===== src/rtl/dmc_ram.sv =====
// Generic single-write, single-read RAM with registered read data.
module dmc_ram #(
   parameter int WIDTH = 8,
   parameter int DEPTH = 16
) (
   input  logic                     clock,
   input  logic                     wr_en,
   input  logic [$clog2(DEPTH)-1:0] wr_addr,
   input  logic [WIDTH-1:0]         wr_data,
   input  logic [$clog2(DEPTH)-1:0] rd_addr,
   output logic [WIDTH-1:0]         rd_data
);

   logic [WIDTH-1:0] mem_ff [DEPTH];
   logic [WIDTH-1:0] rd_data_ff;

   always_ff @(posedge clock) begin
      if (wr_en) begin
         mem_ff[wr_addr] <= wr_data;
      end
      rd_data_ff <= mem_ff[rd_addr];
   end

   assign rd_data = rd_data_ff;

endmodule


===== config.mk =====
export PLATFORM = sky130hd
export DESIGN_NAME = dmc_ram
export DESIGN_NICKNAME = d
export VERILOG_FILES = /design/src/rtl/dmc_ram.sv
export SDC_FILE = /design/constraint.sdc
export NUM_CORES = 1
export LEC_CHECK = 0
export ABC_AREA = 1
export ABC_CLOCK_PERIOD_IN_PS = 1400
export BUFFER_PORTS_ARGS = -buffer_cell sky130_fd_sc_hd__buf_4
export CAP_MARGIN = 20
export CORE_MARGIN = 3
export CORE_UTILIZATION = 61
export CTS_CLUSTER_DIAMETER = 150
export DETAILED_ROUTE_END_ITERATION = 10
export PLACE_DENSITY = 0.83
export RECOVER_POWER = 100
export REMOVE_ABC_BUFFERS = 1
export SETUP_SLACK_MARGIN = 0.15
export SLEW_MARGIN = 20
export SYNTH_ARGS = -nofsm -noshare
export SYNTH_HDL_FRONTEND = slang
export SYNTH_SLANG_ARGS = --single-unit

===== constraint.sdc =====
create_clock -name clock -period 1.4 [get_ports clock]
set_input_delay 0.28 -clock clock [delete_from_list [all_inputs] [get_ports clock]]
set_output_delay 0.28 -clock clock [all_outputs]
set_load 0.05 [all_outputs]

==> results.ini <==
[worst_setup_path]
cp-start-kind = register
path_cells = buf_4
path_class = reg -> out
endpoint_kind = primary output
timing.rr.end = rd_data[3]
worstPathArrival_ns = 1.07
crit_family = flip-flops
cp.required_ns = 1.12
path_max_fanout = 1
r2r_cells = 6
critPathBufInv = 1
r2r-start = mem_ff[0][3]
crit_slowest_cell = dfxtp_2
critical-path-max-stage-delay_ns = 0.34
rrSetupSlack_ns = 0.27

[die]
die_area_sq_um = 10700
std_cell_rows = 34
fp.dieW_um = 103
ios = 26
coreArea_sq_um = 8930
die_h_um = 103
start_util_pct = 64.6

[grt]
antenna_found_initial = 0
grt_usage_pct = 31.4
grt_pass1_wl_um = 23500
grt_max_degree = 58
overflow = 0
grt_pass1_vias = 4341

[sta]
max_freq_ghz = 0.743
finalCriticalPeriod_ns = 1.35
fin_tns_setup_ns = 0
fin_crit_sh_pct = 96.2
finalSetupViolations = 0
worstMarginPinSlew_ns = 0.969
finClkSkew_ns = 0.0124
hold_violations = 0
slew_violations = 0
max_slew_margin_pct = 35.4
rsz0062_at_grt = yes

[finish]
layout-drive-gt1-share_pct = 9.74
area_delta_synth_final_pct = 16.2
nets = 613
stdcell_count = 714
diodes = 0

[drt]
routedWlPerCell_um = 21.2
drtIter0Drc = 630
num_vias = 4275
firstDrtPassIters = 8
drc = 0
routed_wl_um = 15200
ant_nets = 0
vias_per_cell = 5.99

[clock_tree]
cts_buffer_depth = 2
cts.sinks = 136
cts_hold_buf = 0
tritoncts = yes
clk_latency_ns = 0.53
post_cts_buffers = 0
htree_levels = 4
clkTransAtPathRegs_ns = 0.06
root_buffer = clkbuf_8
cts_buffers = 17
cts_resized = 23

[placed_design]
io_buffers = 25
dpl.hpwl_um = 8080
dp_cells = 684
gp_congestion = 0.872

[hold_path]
hold_path.class = in -> reg
hold_path_end = rd_data[3]
worstHoldPathCells = 3
min_from = rd_addr[3]

[synth]
yosysTopAreaCell = edfxtp_1
ys_top_cells_by_area = edfxtp_1, nand2_1, nand3_1, inv_1, dfxtp_1
netlist_instances = 551
ys_warn_count = 0
ys_seq_elements = 136
ys_types = 12
syn_area_per_cell_sq_um = 10.5
synthesis.area_sq_um = 5770
netlist.area_leader.share_pct = 66.7
yosysSeqAreaShare_pct = 69.4

[power_and_ir_drop]
cellPowerDensity_nw_per_um2 = 1520
cellLeakagePower_nw = 2.87
totalPowerFinal_mw = 10.2
peakVddDrop_v = 0.00110

[run]
max_cap_violations = 0

[run_status]
status = finished, final reports clean

[per-layer routing]
layer  GRT usage [%]  vias to the layer above  wire (um)  share of wire, %
met3            10.4                      105       1570                10
met4            21.6                        0       1130               7.4
met5               0                        -          0                 0
li1                -                     1861          -                 -
met2            48.8                      354       7200                48
met1            37.2                     1955       5250                35
[report_power, final]
group	total (mW)	internal [mW]	switching [mW]
Clock	4.90	3.23	1.67
Sequential	4.60	4.56	0.0353
Combinational	0.709	0.187	0.522
Total	10.2	7.97	2.23
[cells in the mapped netlist]
master / count
nand3b_1: 2
edfxtp_1: 128
nand2_1: 173
dfxtp_1: 8
buf_6: 6
nand3_1: 97
inv_2: 2
buf_1: 1
buf_4: 4
nor2_1: 17
inv_1: 100
buf_2: 13
[how the worst max path moves through the flow]
stage | startpoint | to | slack, ns | depth (start not counted)
after floorplan | rd_addr[0] | rd_data[2] | 0.14 | 6
after global placement | rd_addr[0] | rd_data[1] | 0.08 | 8
after detailed placement | wr_addr[2] | mem_ff[10][2] | 0.04 | 4
after CTS | rd_data[2] | rd_data[2] | 0.08 | 1
after global routing | rd_data[2] | rd_data[2] | 0.04 | 1
final | rd_data[0] | rd_data[0] | 0.05 | 1
[placed cells by master, fill, tap and decap left out, types with 6 or more instances in the layout]
cell	count
nor2_1	17
nand2_1	173
clkbuf_16	16
inv_1	100
bufinv_16	6
dfxtp_2	8
clkbuf_1	28
edfxtp_1	128
buf_4	17
nand3_1	97
[logic make-up (layout without fill, tap and decap cells)]
logic type             after synthesis  in the layout  share of synthesized area, %
buffers and inverters              126            181                          9.52
flip-flops                         136            136                          69.4
AND/OR/NAND/NOR                    289            289                          21.0
[stage by stage]
stage                     util, %  hold WS (ns)  worst slack (ns)  area [sq um]
after global placement       68.9         0.618            0.0815          6150
after global routing         75.0         0.105            0.0359          6700
after detailed placement     68.9         0.615            0.0428          6150
after floorplan                 -         0.379             0.140          5600
final                        75.0         0.100            0.0538          6700
after CTS                    76.8        0.0806            0.0819          6860
[flip-flops by register name (all words and copies together) (netlist names)]
name,count
mem_ff,128
rd_data,8
[worst register-to-register path, stage by stage, from the launching register on]
cell and delay [ns]:
edfxtp_1 0.37, inv_1 0.07, nand2_1 0.07, nand3_1 0.09
nand3_1 0.15, nand3_1 0.19, nand2_1 0.08
[area by class of cell]
cell class / count / area, sq um
clock inverter: 13 / 229
clock buffer: 17 / 414
tap: 108 / 135
sequential: 136 / 4010
inverter: 102 / 383
timing repair buffer: 49 / 313
fill: 551 / 2230
multi-input combinational: 289 / 1210
Note: power is estimated with default switching activity, not from simulation.
