$ cat config.mk
export PLATFORM = sky130hd
export DESIGN_NAME = dmc_pick
export DESIGN_NICKNAME = d
export VERILOG_FILES = /design/src/rtl/dmc_pkg.sv /design/src/rtl/dmc_pick.sv
export SDC_FILE = /design/constraint.sdc
export NUM_CORES = 1
export LEC_CHECK = 0
export BUFFER_PORTS_ARGS = -buffer_cell sky130_fd_sc_hd__buf_2
export CAP_MARGIN = 10
export CORE_ASPECT_RATIO = 1.5
export CORE_MARGIN = 2
export CORE_UTILIZATION = 25
export DETAILED_ROUTE_END_ITERATION = 7
export PLACE_DENSITY_LB_ADDON = 0.25
export SYNTH_ARGS = -nofsm -noshare
export SYNTH_HDL_FRONTEND = slang
export SYNTH_SLANG_ARGS = --single-unit
$ cat constraint.sdc
create_clock -name vclk -period 6.1
set_input_delay 0.61 -clock vclk [all_inputs]
set_output_delay 0.61 -clock vclk [all_outputs]
set_load 0.02 [all_outputs]
$ cat src/rtl/dmc_pkg.sv
// Shared constants, types, microcode table and helpers of the maze carver.
package dmc_pkg;

   // ---------------- geometry ----------------
   localparam int MAX_DIM  = 32;
   localparam int DIM_BITS = $clog2(MAX_DIM);          // one coordinate in the store
   localparam int DIM_W    = $clog2(MAX_DIM + 1);      // a dimension, 1..MAX_DIM
   localparam int CELLS    = MAX_DIM * MAX_DIM;
   localparam int CELL_AW  = 2 * DIM_BITS;             // store address is {y, x}
   localparam int SLOTS    = 1 << CELL_AW;
   localparam int STK_AW   = $clog2(CELLS);
   localparam int LVL_W    = $clog2(CELLS + 1);
   localparam int AREA_W   = 2 * DIM_W;

   // ---------------- field widths ----------------
   localparam int CFG_W     = 6;
   localparam int CMD_W     = 2;
   localparam int RND_W     = 16;
   localparam int COORD_W   = 5;
   localparam int CSR_IDX_W = 2;
   localparam int CELL_W    = 5;   // up, down, left, right, visited

   localparam logic [CFG_W-1:0] DIM_RESET = 6'd21;

   // register indexes
   localparam logic [CSR_IDX_W-1:0] CSR_WIDTH  = 2'd0;
   localparam logic [CSR_IDX_W-1:0] CSR_HEIGHT = 2'd1;

   // commands
   localparam logic [CMD_W-1:0] CMD_CLEAR = 2'd0;
   localparam logic [CMD_W-1:0] CMD_STEP  = 2'd1;
   localparam logic [CMD_W-1:0] CMD_READ  = 2'd2;

   // cell word
   localparam logic [CELL_W-1:0] CELL_WALLS   = 5'b01111;
   localparam logic [CELL_W-1:0] CELL_VISITED = 5'b10000;
   localparam int               VIS_BIT      = 4;

   // directions, in gather order
   localparam logic [1:0] DIR_UP    = 2'd0;
   localparam logic [1:0] DIR_DOWN  = 2'd1;
   localparam logic [1:0] DIR_LEFT  = 2'd2;
   localparam logic [1:0] DIR_RIGHT = 2'd3;

   typedef struct packed {
      logic       found;
      logic [1:0] dir;
   } pick_type;

   // ---------------- microcode ----------------
   localparam int UPC_W = 4;

   // cell store read address
   localparam logic [2:0] RD_CUR   = 3'd0;
   localparam logic [2:0] RD_UP    = 3'd1;
   localparam logic [2:0] RD_DOWN  = 3'd2;
   localparam logic [2:0] RD_LEFT  = 3'd3;
   localparam logic [2:0] RD_RIGHT = 3'd4;
   localparam logic [2:0] RD_XY    = 3'd5;

   // capture of read data
   localparam logic [2:0] CAP_NONE  = 3'd0;
   localparam logic [2:0] CAP_UP    = 3'd1;
   localparam logic [2:0] CAP_DOWN  = 3'd2;
   localparam logic [2:0] CAP_LEFT  = 3'd3;
   localparam logic [2:0] CAP_RIGHT = 3'd4;
   localparam logic [2:0] CAP_CUR   = 3'd5;

   // cell store write
   localparam logic [1:0] WR_NONE  = 2'd0;
   localparam logic [1:0] WR_SWEEP = 2'd1;
   localparam logic [1:0] WR_NEXT  = 2'd2;
   localparam logic [1:0] WR_CUR   = 2'd3;

   // datapath operation
   localparam logic [3:0] OP_NONE     = 4'd0;
   localparam logic [3:0] OP_INIT     = 4'd1;
   localparam logic [3:0] OP_CHOOSE   = 4'd2;
   localparam logic [3:0] OP_PUSH     = 4'd3;
   localparam logic [3:0] OP_MOVE     = 4'd4;
   localparam logic [3:0] OP_POP      = 4'd5;
   localparam logic [3:0] OP_LOAD     = 4'd6;
   localparam logic [3:0] OP_RESP_CUR = 4'd7;
   localparam logic [3:0] OP_RESP_XY  = 4'd8;

   // jump conditions
   localparam logic [2:0] JC_NEVER      = 3'd0;
   localparam logic [2:0] JC_ALWAYS     = 3'd1;
   localparam logic [2:0] JC_FINISHED   = 3'd2;
   localparam logic [2:0] JC_NO_CHOICE  = 3'd3;
   localparam logic [2:0] JC_STACK_NONE = 3'd4;
   localparam logic [2:0] JC_SWEEP_MORE = 3'd5;

   // program addresses
   localparam logic [UPC_W-1:0] UA_CLEAR    = 4'd0;
   localparam logic [UPC_W-1:0] UA_REPORT   = 4'd1;
   localparam logic [UPC_W-1:0] UA_RESP_CUR = 4'd2;
   localparam logic [UPC_W-1:0] UA_STEP     = 4'd3;
   localparam logic [UPC_W-1:0] UA_RD_DOWN  = 4'd4;
   localparam logic [UPC_W-1:0] UA_RD_LEFT  = 4'd5;
   localparam logic [UPC_W-1:0] UA_RD_RIGHT = 4'd6;
   localparam logic [UPC_W-1:0] UA_RD_CUR   = 4'd7;
   localparam logic [UPC_W-1:0] UA_CHOOSE   = 4'd8;
   localparam logic [UPC_W-1:0] UA_CARVE    = 4'd9;
   localparam logic [UPC_W-1:0] UA_MOVE     = 4'd10;
   localparam logic [UPC_W-1:0] UA_BACK     = 4'd11;
   localparam logic [UPC_W-1:0] UA_POP      = 4'd12;
   localparam logic [UPC_W-1:0] UA_LOAD     = 4'd13;
   localparam logic [UPC_W-1:0] UA_READ     = 4'd14;
   localparam logic [UPC_W-1:0] UA_RESP_XY  = 4'd15;

   typedef struct packed {
      logic [2:0]       rd;
      logic [2:0]       cap;
      logic [1:0]       wr;
      logic [3:0]       op;
      logic [2:0]       jc;
      logic [UPC_W-1:0] target;
      logic             last;
   } ucw_type;

   function automatic ucw_type ucode(input logic [UPC_W-1:0] addr);
      ucw_type w;
      w = '{rd: RD_CUR, cap: CAP_NONE, wr: WR_NONE, op: OP_NONE,
            jc: JC_NEVER, target: UA_CLEAR, last: 1'b0};
      case (addr)
         UA_CLEAR: begin
            w.wr = WR_SWEEP; w.op = OP_INIT;
            w.jc = JC_SWEEP_MORE; w.target = UA_CLEAR;
         end
         UA_REPORT:   w.rd = RD_CUR;
         UA_RESP_CUR: begin
            w.op = OP_RESP_CUR; w.last = 1'b1;
         end
         UA_STEP: begin
            w.rd = RD_UP; w.jc = JC_FINISHED; w.target = UA_REPORT;
         end
         UA_RD_DOWN: begin
            w.rd = RD_DOWN; w.cap = CAP_UP;
         end
         UA_RD_LEFT: begin
            w.rd = RD_LEFT; w.cap = CAP_DOWN;
         end
         UA_RD_RIGHT: begin
            w.rd = RD_RIGHT; w.cap = CAP_LEFT;
         end
         UA_RD_CUR: begin
            w.rd = RD_CUR; w.cap = CAP_RIGHT;
         end
         UA_CHOOSE: begin
            w.cap = CAP_CUR; w.op = OP_CHOOSE;
            w.jc = JC_NO_CHOICE; w.target = UA_BACK;
         end
         UA_CARVE: begin
            w.wr = WR_NEXT; w.op = OP_PUSH;
         end
         UA_MOVE: begin
            w.wr = WR_CUR; w.op = OP_MOVE;
            w.jc = JC_ALWAYS; w.target = UA_REPORT;
         end
         UA_BACK: begin
            w.jc = JC_STACK_NONE; w.target = UA_REPORT;
         end
         UA_POP:  w.op = OP_POP;
         UA_LOAD: begin
            w.op = OP_LOAD; w.jc = JC_ALWAYS; w.target = UA_REPORT;
         end
         UA_READ:    w.rd = RD_XY;
         UA_RESP_XY: begin
            w.op = OP_RESP_XY; w.last = 1'b1;
         end
         default: w.last = 1'b1;
      endcase
      return w;
   endfunction

   function automatic logic [UPC_W-1:0] entry_point(input logic [CMD_W-1:0] cmd);
      logic [UPC_W-1:0] a;
      case (cmd)
         CMD_CLEAR: a = UA_CLEAR;
         CMD_STEP:  a = UA_STEP;
         CMD_READ:  a = UA_READ;
         default:   a = UA_REPORT;
      endcase
      return a;
   endfunction

   // zero counts as one, anything above the store size as the store size
   function automatic logic [DIM_W-1:0] clamp_dim(input logic [CFG_W-1:0] v);
      logic [DIM_W-1:0] r;
      if (v == '0) r = DIM_W'(1);
      else if (32'(v) > 32'(MAX_DIM)) r = DIM_W'(MAX_DIM);
      else r = DIM_W'(v);
      return r;
   endfunction

endpackage

$ cat src/rtl/dmc_pick.sv
// Neighbor selection: candidate mask, random modulo count, chosen direction.
module dmc_pick (
   input  logic [dmc_pkg::DIM_BITS-1:0] cur_x,
   input  logic [dmc_pkg::DIM_BITS-1:0] cur_y,
   input  logic [dmc_pkg::DIM_W-1:0]    dim_w,
   input  logic [dmc_pkg::DIM_W-1:0]    dim_h,
   input  logic [3:0]                   nb_visited,
   input  logic [dmc_pkg::RND_W-1:0]    rnd,
   output dmc_pkg::pick_type            choice
);

   // base-4 digit sum, since 4 is 1 mod 3
   function automatic logic [1:0] mod3(input logic [dmc_pkg::RND_W-1:0] v);
      logic [5:0] s;
      logic [2:0] f;
      s = '0;
      for (int i = 0; i < dmc_pkg::RND_W / 2; i++) begin
         s = s + 6'(v[2*i +: 2]);
      end
      f = 3'(s[5:4]) + 3'(s[3:2]) + 3'(s[1:0]);
      if (f >= 3'd6) f = f - 3'd6;
      else if (f >= 3'd3) f = f - 3'd3;
      return f[1:0];
   endfunction

   logic [dmc_pkg::DIM_W-1:0] x_e;
   logic [dmc_pkg::DIM_W-1:0] y_e;
   logic                      x_in;
   logic                      y_in;
   logic [3:0]                mask;
   logic [2:0]                count;
   logic [1:0]                k;
   logic [2:0]                seen;
   logic [1:0]                dir;

   always_comb begin
      x_e  = dmc_pkg::DIM_W'(cur_x);
      y_e  = dmc_pkg::DIM_W'(cur_y);
      x_in = x_e < dim_w;
      y_in = y_e < dim_h;

      mask[dmc_pkg::DIR_UP]    = (y_e != '0) && ((y_e - 1'b1) < dim_h) && x_in
                                 && !nb_visited[dmc_pkg::DIR_UP];
      mask[dmc_pkg::DIR_DOWN]  = ((y_e + 1'b1) < dim_h) && x_in
                                 && !nb_visited[dmc_pkg::DIR_DOWN];
      mask[dmc_pkg::DIR_LEFT]  = (x_e != '0) && ((x_e - 1'b1) < dim_w) && y_in
                                 && !nb_visited[dmc_pkg::DIR_LEFT];
      mask[dmc_pkg::DIR_RIGHT] = ((x_e + 1'b1) < dim_w) && y_in
                                 && !nb_visited[dmc_pkg::DIR_RIGHT];

      count = 3'(mask[0]) + 3'(mask[1]) + 3'(mask[2]) + 3'(mask[3]);

      case (count)
         3'd2:    k = {1'b0, rnd[0]};
         3'd3:    k = mod3(rnd);
         3'd4:    k = rnd[1:0];
         default: k = 2'd0;
      endcase

      // k-th set bit of the mask
      seen = '0;
      dir  = dmc_pkg::DIR_UP;
      for (int i = 0; i < 4; i++) begin
         if (mask[i]) begin
            if (seen == 3'(k)) dir = 2'(i);
            seen = seen + 3'd1;
         end
      end

      choice.found = count != '0;
      choice.dir   = dir;
   end

endmodule

==> run_results.csv, run 1 <==
group,metric,value,unit
power_and_ir_drop,swShare,47.8,%
power_and_ir_drop,power_frac_seq,0,%
job,max_cap_violations,0,
grt,grt_antenna_before_repair,0,
die,fp.dieH,107,um
detailed_routing,viasPerCell,4.73,
setup_path,required,5.49,ns
detailed_routing,drtPass1Iterations,4,
die,core,0.00690,sq mm
detailed_routing,wl_per_cell,11.6,um
detailed_routing,first_iter_violations,40,
finish,fin_nets,376,
power_and_ir_drop,combPwrFrac,100.0,%
setup_path,crit_family,"adder cells",
setup_path,cp_num_buf_inv,6,
setup_path,max_stage_delay,0.54,ns
finish,n_clock_buffer,0,
die,die_area,0.00784,sq mm
sta,fmax,150,MHz
grt,grt_use_total,10.9,%
setup_path,cp_common_cell,"fa_1",
die,ios,45,
power_and_ir_drop,irDropWorstVdd,0.381,mV
power_and_ir_drop,total_power,1.17,mW
grt,grt_pass1_wl,7060,um
synth,synth_top_area_share,30.2,%
finish,n_fill_cell,749,
synth,post-synth-top-count-cell,"inv_1",
sta,fin_hold_ws,1.66,ns
setup_path,crit_path_max_fanout,3,
detailed_routing,drt_wl_total,4090,um
setup_path,slowest_stage,"fa_1",
detailed_routing,drc,0,
min_path,hp-class,"in2out",
sta,fin_ws,-0.566,ns
synth,synth_top_cell_by_area,"ha_1",
placement,dp_hpwl,3750,um
sta,setup_viol,2,
placement,io_buffers,45,
cts,holdBufCountCts,0,
sta,fin_crit_sh,109,%
sta,hold_viol,0,
power_and_ir_drop,internal-power,0.609,mW
power_and_ir_drop,clkPwrFrac,0,%
setup_path,start_kind,"input pin",
synth,synth_common_cells,"47 x inv_1, 43 x ha_1, 14 x fa_1",
sta,slew-limit-headroom,71.2,%
detailed_routing,ant_nets,0,
finish,drive_gt1_share,30.2,%
grt,grt_pass1_vias,1678,
grt,grt-ovfl-total,0,
finish,final_cell_area,0.00228,sq mm
placement,placed_area,0.00224,sq mm
status,violations,"negative setup slack",
finish,fin_util,33.1,%
synth,syn_nets,320,
grt,grt_max_degree,9,
power_and_ir_drop,powerDensity,511,mW/mm^2
finish,area_growth_syn_to_layout,27.9,%
synth,syn_area_per_cell,8.07,sq um
sta,fin_crit,6.67,ns
detailed_routing,via_count,1669,
finish,seq_cells,0,
sta,worst_pin_slew,0.427,ns
status,status,"finished with violations",
synth,synthesis.area,0.00178,sq mm
synth,ys_seq_area_share,0,%
synth,ys_types,44,
synth,synth.top_cells.by_area,"ha_1 30%, fa_1 16%, inv_1 9.9%",
setup_path,worstSetupEndpointType,"output pin",
cts,postCtsSetupRepairBufs,0,
setup_path,critical_path_class,"in2out",
placement,place_inst,353,
die,initial_utilization,25.9,%
synth,synth_warnings,0,
power_and_ir_drop,p_switching,0.558,mW
sta,maxSlewViolCount,0,
finish,regArea,0,sq um
sta,rsz0062_at_grt,"true",
placement,gp_congestion,0.745,
setup_path,critPathArrivalTime,6.06,ns
finish,insertedDiodeCount,0,
finish,layout.cells.non_filler,353,
setup_path,path_cells,"buf_6 > inv_2 > fa_1 > inv_2 > fa_1 > fa_1 > fa_1 > ha_2 > fa_1 > inv_2 > fa_2 > inv_2 > fa_2 > ha_4 > o22ai_2 > o211a_1 > a21o_1 > or4_1 > nand4_1 > o2111ai_2 > o21ai_2 > buf_6",
die,core.rowCount,37,
synth,synthCells,221,
die,die_w,73.0,um
power_and_ir_drop,power_leakage,1.22,nW
==> layout make-up <==
class / count / area [sq um] / share of cell area [%]
inverter: 47 / 184 / 8.06
multi-input combinational: 170 / 1650 / 72.4
tap: 78 / 97.6 / 4.28
timing repair buffer: 58 / 348 / 15.2
==> power by group through the flow <==
stage	Combinational, mW	Clock, mW	Sequential, mW
finish	1.17	0	0
global route	1.32	0	0
CTS	1.16	0	0
detailed placement	1.09	0	0
global placement	1.07	0	0
floorplan	0.753	0	0
==> logic make-up after synthesis <==
logic type / share of synthesized area [%]
fa+ha+maj: 45.9
buf+inv: 10.9
simple gates: 15.5
compound gates: 18.9
xor+xnor: 8.84
==> layout by cell type (no fill, tap or decap), types with 2 or more instances in the layout <==
cell type	synthesis	final
a21o_1	9	9
a21oi_1	9	8
a31oi_1	3	3
buf_2	2	41
buf_4	0	13
buf_6	0	4
fa_1	14	11
fa_2	0	3
ha_1	43	40
ha_2	0	2
inv_1	47	40
inv_2	0	6
nand2_1	8	8
nand2b_1	5	5
nand3_1	10	10
nor2_1	7	7
nor2b_1	2	2
nor3_1	3	3
nor3b_1	3	3
nor4_1	2	2
o211ai_1	2	2
o21ai_0	3	2
o21ai_1	2	2
o21ai_2	2	3
o22ai_1	3	2
or3_1	2	2
xnor2_1	11	11
xor2_1	7	7
==> through the flow <==
| step | TNS [ns] | worst slack [ns] |
|---|---|---|
| 2_1_floorplan | -0.651 | -0.341 |
| 3_3_place_gp | -1.29 | -0.659 |
| 3_5_place_dp | -1.45 | -0.729 |
| 4_1_cts | -1.28 | -0.642 |
| 5_1_grt | -1.45 | -0.730 |
| 6_report | -1.12 | -0.566 |
==> what timing repair did <==
action	CTS	global route
pin swaps	5	8
setup endpoints to repair	2	2
resized for setup	11	7
==> routing by layer <==
| layer | global-route usage [%] | vias to the layer above | part of all wire, % |
|---|---|---|---|
| met1 | 11.7 | 769 | 38 |
| met5 | 0 | - | 0 |
| met2 | 23.6 | 32 | 59 |
| met4 | 0.661 | 0 | 0.66 |
| met3 | 0.187 | 2 | 2.4 |
| li1 | - | 866 | - |
==> worst paths after layout <==
path / from / endpoint / cells after the start
setup / recovery: rnd[7] / choice[0] / 22
hold / removal: nb_visited[3] / choice[1] / 5
Note: power is estimated with default switching activity, not from simulation.
==> inputs of run 2 (changes only) <==
Settings changed: CELL_PAD_IN_SITES_DETAIL_PLACEMENT from default to 0, CELL_PAD_IN_SITES_GLOBAL_PLACEMENT from default to 1.
==> run 2 against run 1 <==
The run still ends with negative setup slack left; via count down 1.5%; cell count rose by 0.85%; non-clock buffer count is 3 higher; wire length shrank 4.9%; critical endpoint is now choice[1]; highest routed layer is now met3.
==> run_results.csv, run 2 (synthesis gave the netlist of run 1 again) <==
group,metric,value,unit
detailed_routing,drtPass1Iterations,4,
setup_path,crit_path_max_fanout,3,
die,die_w,73.0,um
status,violations,"negative setup slack",
sta,worst_pin_slew,0.454,ns
finish,insertedDiodeCount,0,
sta,fin_tns_setup,-1.05,ns
finish,drive_gt1_share,29.5,%
finish,multiInputGateArea,0.00165,sq mm
detailed_routing,first_iter_violations,22,
sta,setup_viol,2,
cts,holdBufCountCts,0,
setup_path,start_kind,"input pin",
detailed_routing,wl_per_cell,10.9,um
placement,place_inst,354,
min_path,hp-class,"in2out",
detailed_routing,viasPerCell,4.62,
job,max_cap_violations,0,
finish,n_clock_buffer,0,
finish,regArea,0,sq um
sta,fin_ws,-0.529,ns
detailed_routing,drt_wl_total,3880,um
detailed_routing,via_count,1644,
sta,maxSlewViolCount,0,
finish,fin_util,33.3,%
setup_path,critical_path_class,"in2out",
finish,n_fill_cell,744,
min_path,min-delay-start,"nb_visited[3]",
grt,grt_pass1_vias,1640,
die,die_area,0.00784,sq mm
grt,grt_use_total,10.2,%
power_and_ir_drop,powerDensity,515,mW/mm^2
detailed_routing,ant_nets,0,
die,fp.dieH,107,um
placement,io_buffers,45,
placement,dp_hpwl,3630,um
finish,area_growth_syn_to_layout,28.8,%
finish,layout.cells.non_filler,356,
sta,slew-limit-headroom,69.5,%
placement,placed_area,0.00225,sq mm
grt,grt_max_degree,9,
finish,fin_nets,379,
sta,fin_hold_ws,1.67,ns
sta,hold_viol,0,
detailed_routing,drc,0,
sta,fin_crit,6.63,ns
power_and_ir_drop,power_leakage,1.23,nW
setup_path,required,5.49,ns
grt,grt_pass1_wl,6710,um
sta,fmax,151,MHz
die,initial_utilization,25.9,%
grt,grt_antenna_before_repair,0,
die,core,0.00690,sq mm
finish,seq_cells,0,
sta,rsz0062_at_grt,"true",
status,status,"finished with violations",
power_and_ir_drop,irDropWorstVdd,0.373,mV
sta,fin_crit_sh,109,%
die,ios,45,
setup_path,critPathArrivalTime,6.02,ns
finish,layout_common_cells,"42 x inv_1, 42 x buf_2, 40 x ha_1",
grt,grt-ovfl-total,0,
setup_path,worstSetupEndpointType,"output pin",
setup_path,critPathLaunch,"rnd[7]",
finish,final_cell_area,0.00230,sq mm
placement,gp_congestion,0.746,
die,core.rowCount,37,
## run 2: cell types whose count changed in the layout (fill, tap and decap cells not counted), sizes merged
cell  change
buf       +3
## run 2: worst paths after layout
check | endpoint | slack (ns) | depth (start not counted)
max | choice[1] | -0.53 | 22
min | choice[0] | 1.67 | 5
## run 2: what timing repair did
| action | CTS | global route |
|---|---|---|
| setup endpoints to repair | 2 | 2 |
| buffers inserted | 2 | 0 |
| resized for setup | 9 | 5 |
| cloned | 0 | 0 |
| pin swaps | 5 | 7 |
## run 2: critical path: stages
cell and delay [ns]:
buf_8 0.07, inv_4 0.02, fa_1 0.54, inv_2 0.05, fa_1 0.54, fa_1 0.42
fa_1 0.44, ha_2 0.20, fa_1 0.50, inv_2 0.04, fa_2 0.34, inv_2 0.07
fa_2 0.46, ha_4 0.29, o22ai_2 0.06, o211a_1 0.22, a21o_1 0.17, or4_1 0.40
nand4_1 0.12, o2111ai_2 0.18, o31ai_4 0.11, buf_6 0.14
## run 2: area by class of cell
| class | instances | area share, % |
|---|---|---|
| inverters | 47 | 8.12 |
| well taps | 78 | 4.25 |
| multi-input cells | 170 | 71.6 |
| repair buffers | 61 | 16.0 |
## run 2: power by group
part           switching (mW)  internal [mW]
Sequential                  0              0
Clock                       0              0
Combinational           0.546          0.636
## run 2: per-layer routing
layer | up-vias | GRT usage [%] | share of wire (%)
li1 | 870 | - | -
met1 | 740 | 10.4 | 39
met2 | 34 | 22.8 | 57
met3 | 0 | 0.375 | 3.2
met4 | 0 | 0 | 0
met5 | - | 0 | 0
## run 2: stage by stage
| stage | worst slack [ns] | total power, mW |
|---|---|---|
| 6_report | -0.529 | 1.18 |
| 5_1_grt | -0.709 | 1.32 |
| 4_1_cts | -0.620 | 1.18 |
| 3_5_place_dp | -0.754 | 1.10 |
| 3_3_place_gp | -0.676 | 1.10 |
| 2_1_floorplan | -0.341 | 0.753 |
==> inputs of run 3 (changes only) <==
Settings changed: CORE_UTILIZATION 25 to 38.
==> run 3 against run 2 <==
The run still ends with negative setup slack left; total power down 5.2%; setup slack worse by 0.0085 ns; wire length down 6.1%; die area down 33%; via count down 1.0%; count of clock-buffer cells in the layout unchanged; non-clock buffer count down 5; combinational power down 5%; critical endpoint unchanged; largest cell class unchanged.
==> run_results.csv, run 3 (synthesis gave the netlist of run 1 again) <==
group,metric,value,unit
sta,fin_crit,6.64,ns
detailed_routing,drtPass1Iterations,4,
placement,io_buffers,45,
power_and_ir_drop,irDropWorstVdd,0.514,mV
sta,slew-limit-headroom,70.3,%
die,initial_utilization,39.6,%
grt,grt_max_degree,9,
detailed_routing,ant_nets,0,
grt,grt_pass1_vias,1520,
finish,final_cell_area,0.00223,sq mm
die,core,0.00450,sq mm
detailed_routing,drt_wl_total,3650,um
setup_path,start_kind,"input pin",
finish,seq_cells,0,
placement,dp_hpwl,3400,um
min_path,hp-class,"in2out",
sta,worst_pin_slew,0.444,ns
grt,grt_pass1_wl,6280,um
die,ios,45,
sta,maxSlewViolCount,0,
power_and_ir_drop,powerDensity,503,mW/mm^2
grt,grt-ovfl-total,0,
finish,n_clock_buffer,0,
finish,fin_util,49.5,%
placement,place_inst,319,
die,core.rowCount,30,
sta,fin_ws,-0.537,ns
finish,drive_gt1_share,28.6,%
cts,holdBufCountCts,0,
finish,regArea,0,sq um
placement,placed_area,0.00217,sq mm
status,violations,"negative setup slack",
setup_path,critPathArrivalTime,6.03,ns
finish,area_growth_syn_to_layout,25.0,%
setup_path,worstSetupEndpointType,"output pin",
setup_path,crit_path_max_fanout,3,
detailed_routing,viasPerCell,5.07,
die,fp.dieH,87.9,um
detailed_routing,wl_per_cell,11.4,um
sta,fmax,151,MHz
detailed_routing,via_count,1627,
sta,fin_crit_sh,109,%
finish,layout_common_cells,"41 x ha_1, 40 x inv_1, 40 x buf_2",
placement,gp_congestion,0.733,
finish,insertedDiodeCount,0,
die,die_w,60.0,um
die,die_area,0.00527,sq mm
setup_path,critical_path_class,"in2out",
sta,setup_viol,2,
job,max_cap_violations,0,
grt,grt_antenna_before_repair,0,
detailed_routing,drc,0,
power_and_ir_drop,power_leakage,1.21,nW
sta,hold_viol,0,
status,status,"finished with violations",
sta,rsz0062_at_grt,"true",
detailed_routing,first_iter_violations,40,
finish,layout.cells.non_filler,321,
finish,fin_nets,374,
setup_path,required,5.49,ns
power_and_ir_drop,total_power,1.12,mW
grt,grt_use_total,14.6,%
finish,final_common_cell,"ha_1",
## run 3: cell types whose count changed in the layout (fill, tap and decap cells not counted), sizes merged
cell | before | now
buf | 61 | 56
## run 3: per-stage QoR
stage	hold WS (ns)	worst slack [ns]	setup TNS, ns
2_1_floorplan	1.43	-0.341	-0.651
3_3_place_gp	1.69	-0.634	-1.25
3_5_place_dp	1.69	-0.702	-1.39
4_1_cts	1.67	-0.629	-1.25
5_1_grt	1.69	-0.705	-1.39
6_report	1.66	-0.537	-1.06
## run 3: worst paths after layout
kind	slack (ns)	from	to	cells past startpoint
worst min-delay path	1.66	nb_visited[3]	choice[0]	5
worst max-delay path	-0.54	rnd[5]	choice[1]	22
## run 3: routing by layer
layer  track usage (%)  up-vias  share of wire (%)
met4                 0        0                  0
met3             0.148        0                3.0
met5                 0        -                  0
met1              18.0      738                 41
met2              29.0       31                 56
li1                  -      858                  -
## run 3: power breakdown
group / switching (mW) / internal, mW / total [mW]
logic: 0.532 / 0.589 / 1.12
registers: 0 / 0 / 0
clock network: 0 / 0 / 0
## run 3: critical path, cell delays in order
cell and delay, ns:
buf_8 0.08, inv_8 0.02, fa_1 0.54, inv_2 0.04, fa_1 0.54, fa_1 0.43
fa_1 0.45, ha_2 0.20, fa_1 0.50, inv_2 0.04, fa_2 0.34, inv_2 0.07
fa_2 0.46, ha_4 0.30, o22ai_2 0.06, o211a_1 0.22, a21o_1 0.17, or4_1 0.40
nand4_1 0.11, o2111ai_2 0.18, o31ai_4 0.11, buf_6 0.15
## run 3: final cells by class
class | instances | area (sq um)
fillers | 461 | 2270
multi-input cells | 170 | 1640
repair buffers | 56 | 343
inverters | 47 | 184
well taps | 48 | 60.1
## run 3: what timing repair did
item	4_1_cts	5_1_grt
pin swaps	4	6
setup buffers	2	0
resized for setup	9	7
setup endpoints to repair	2	2
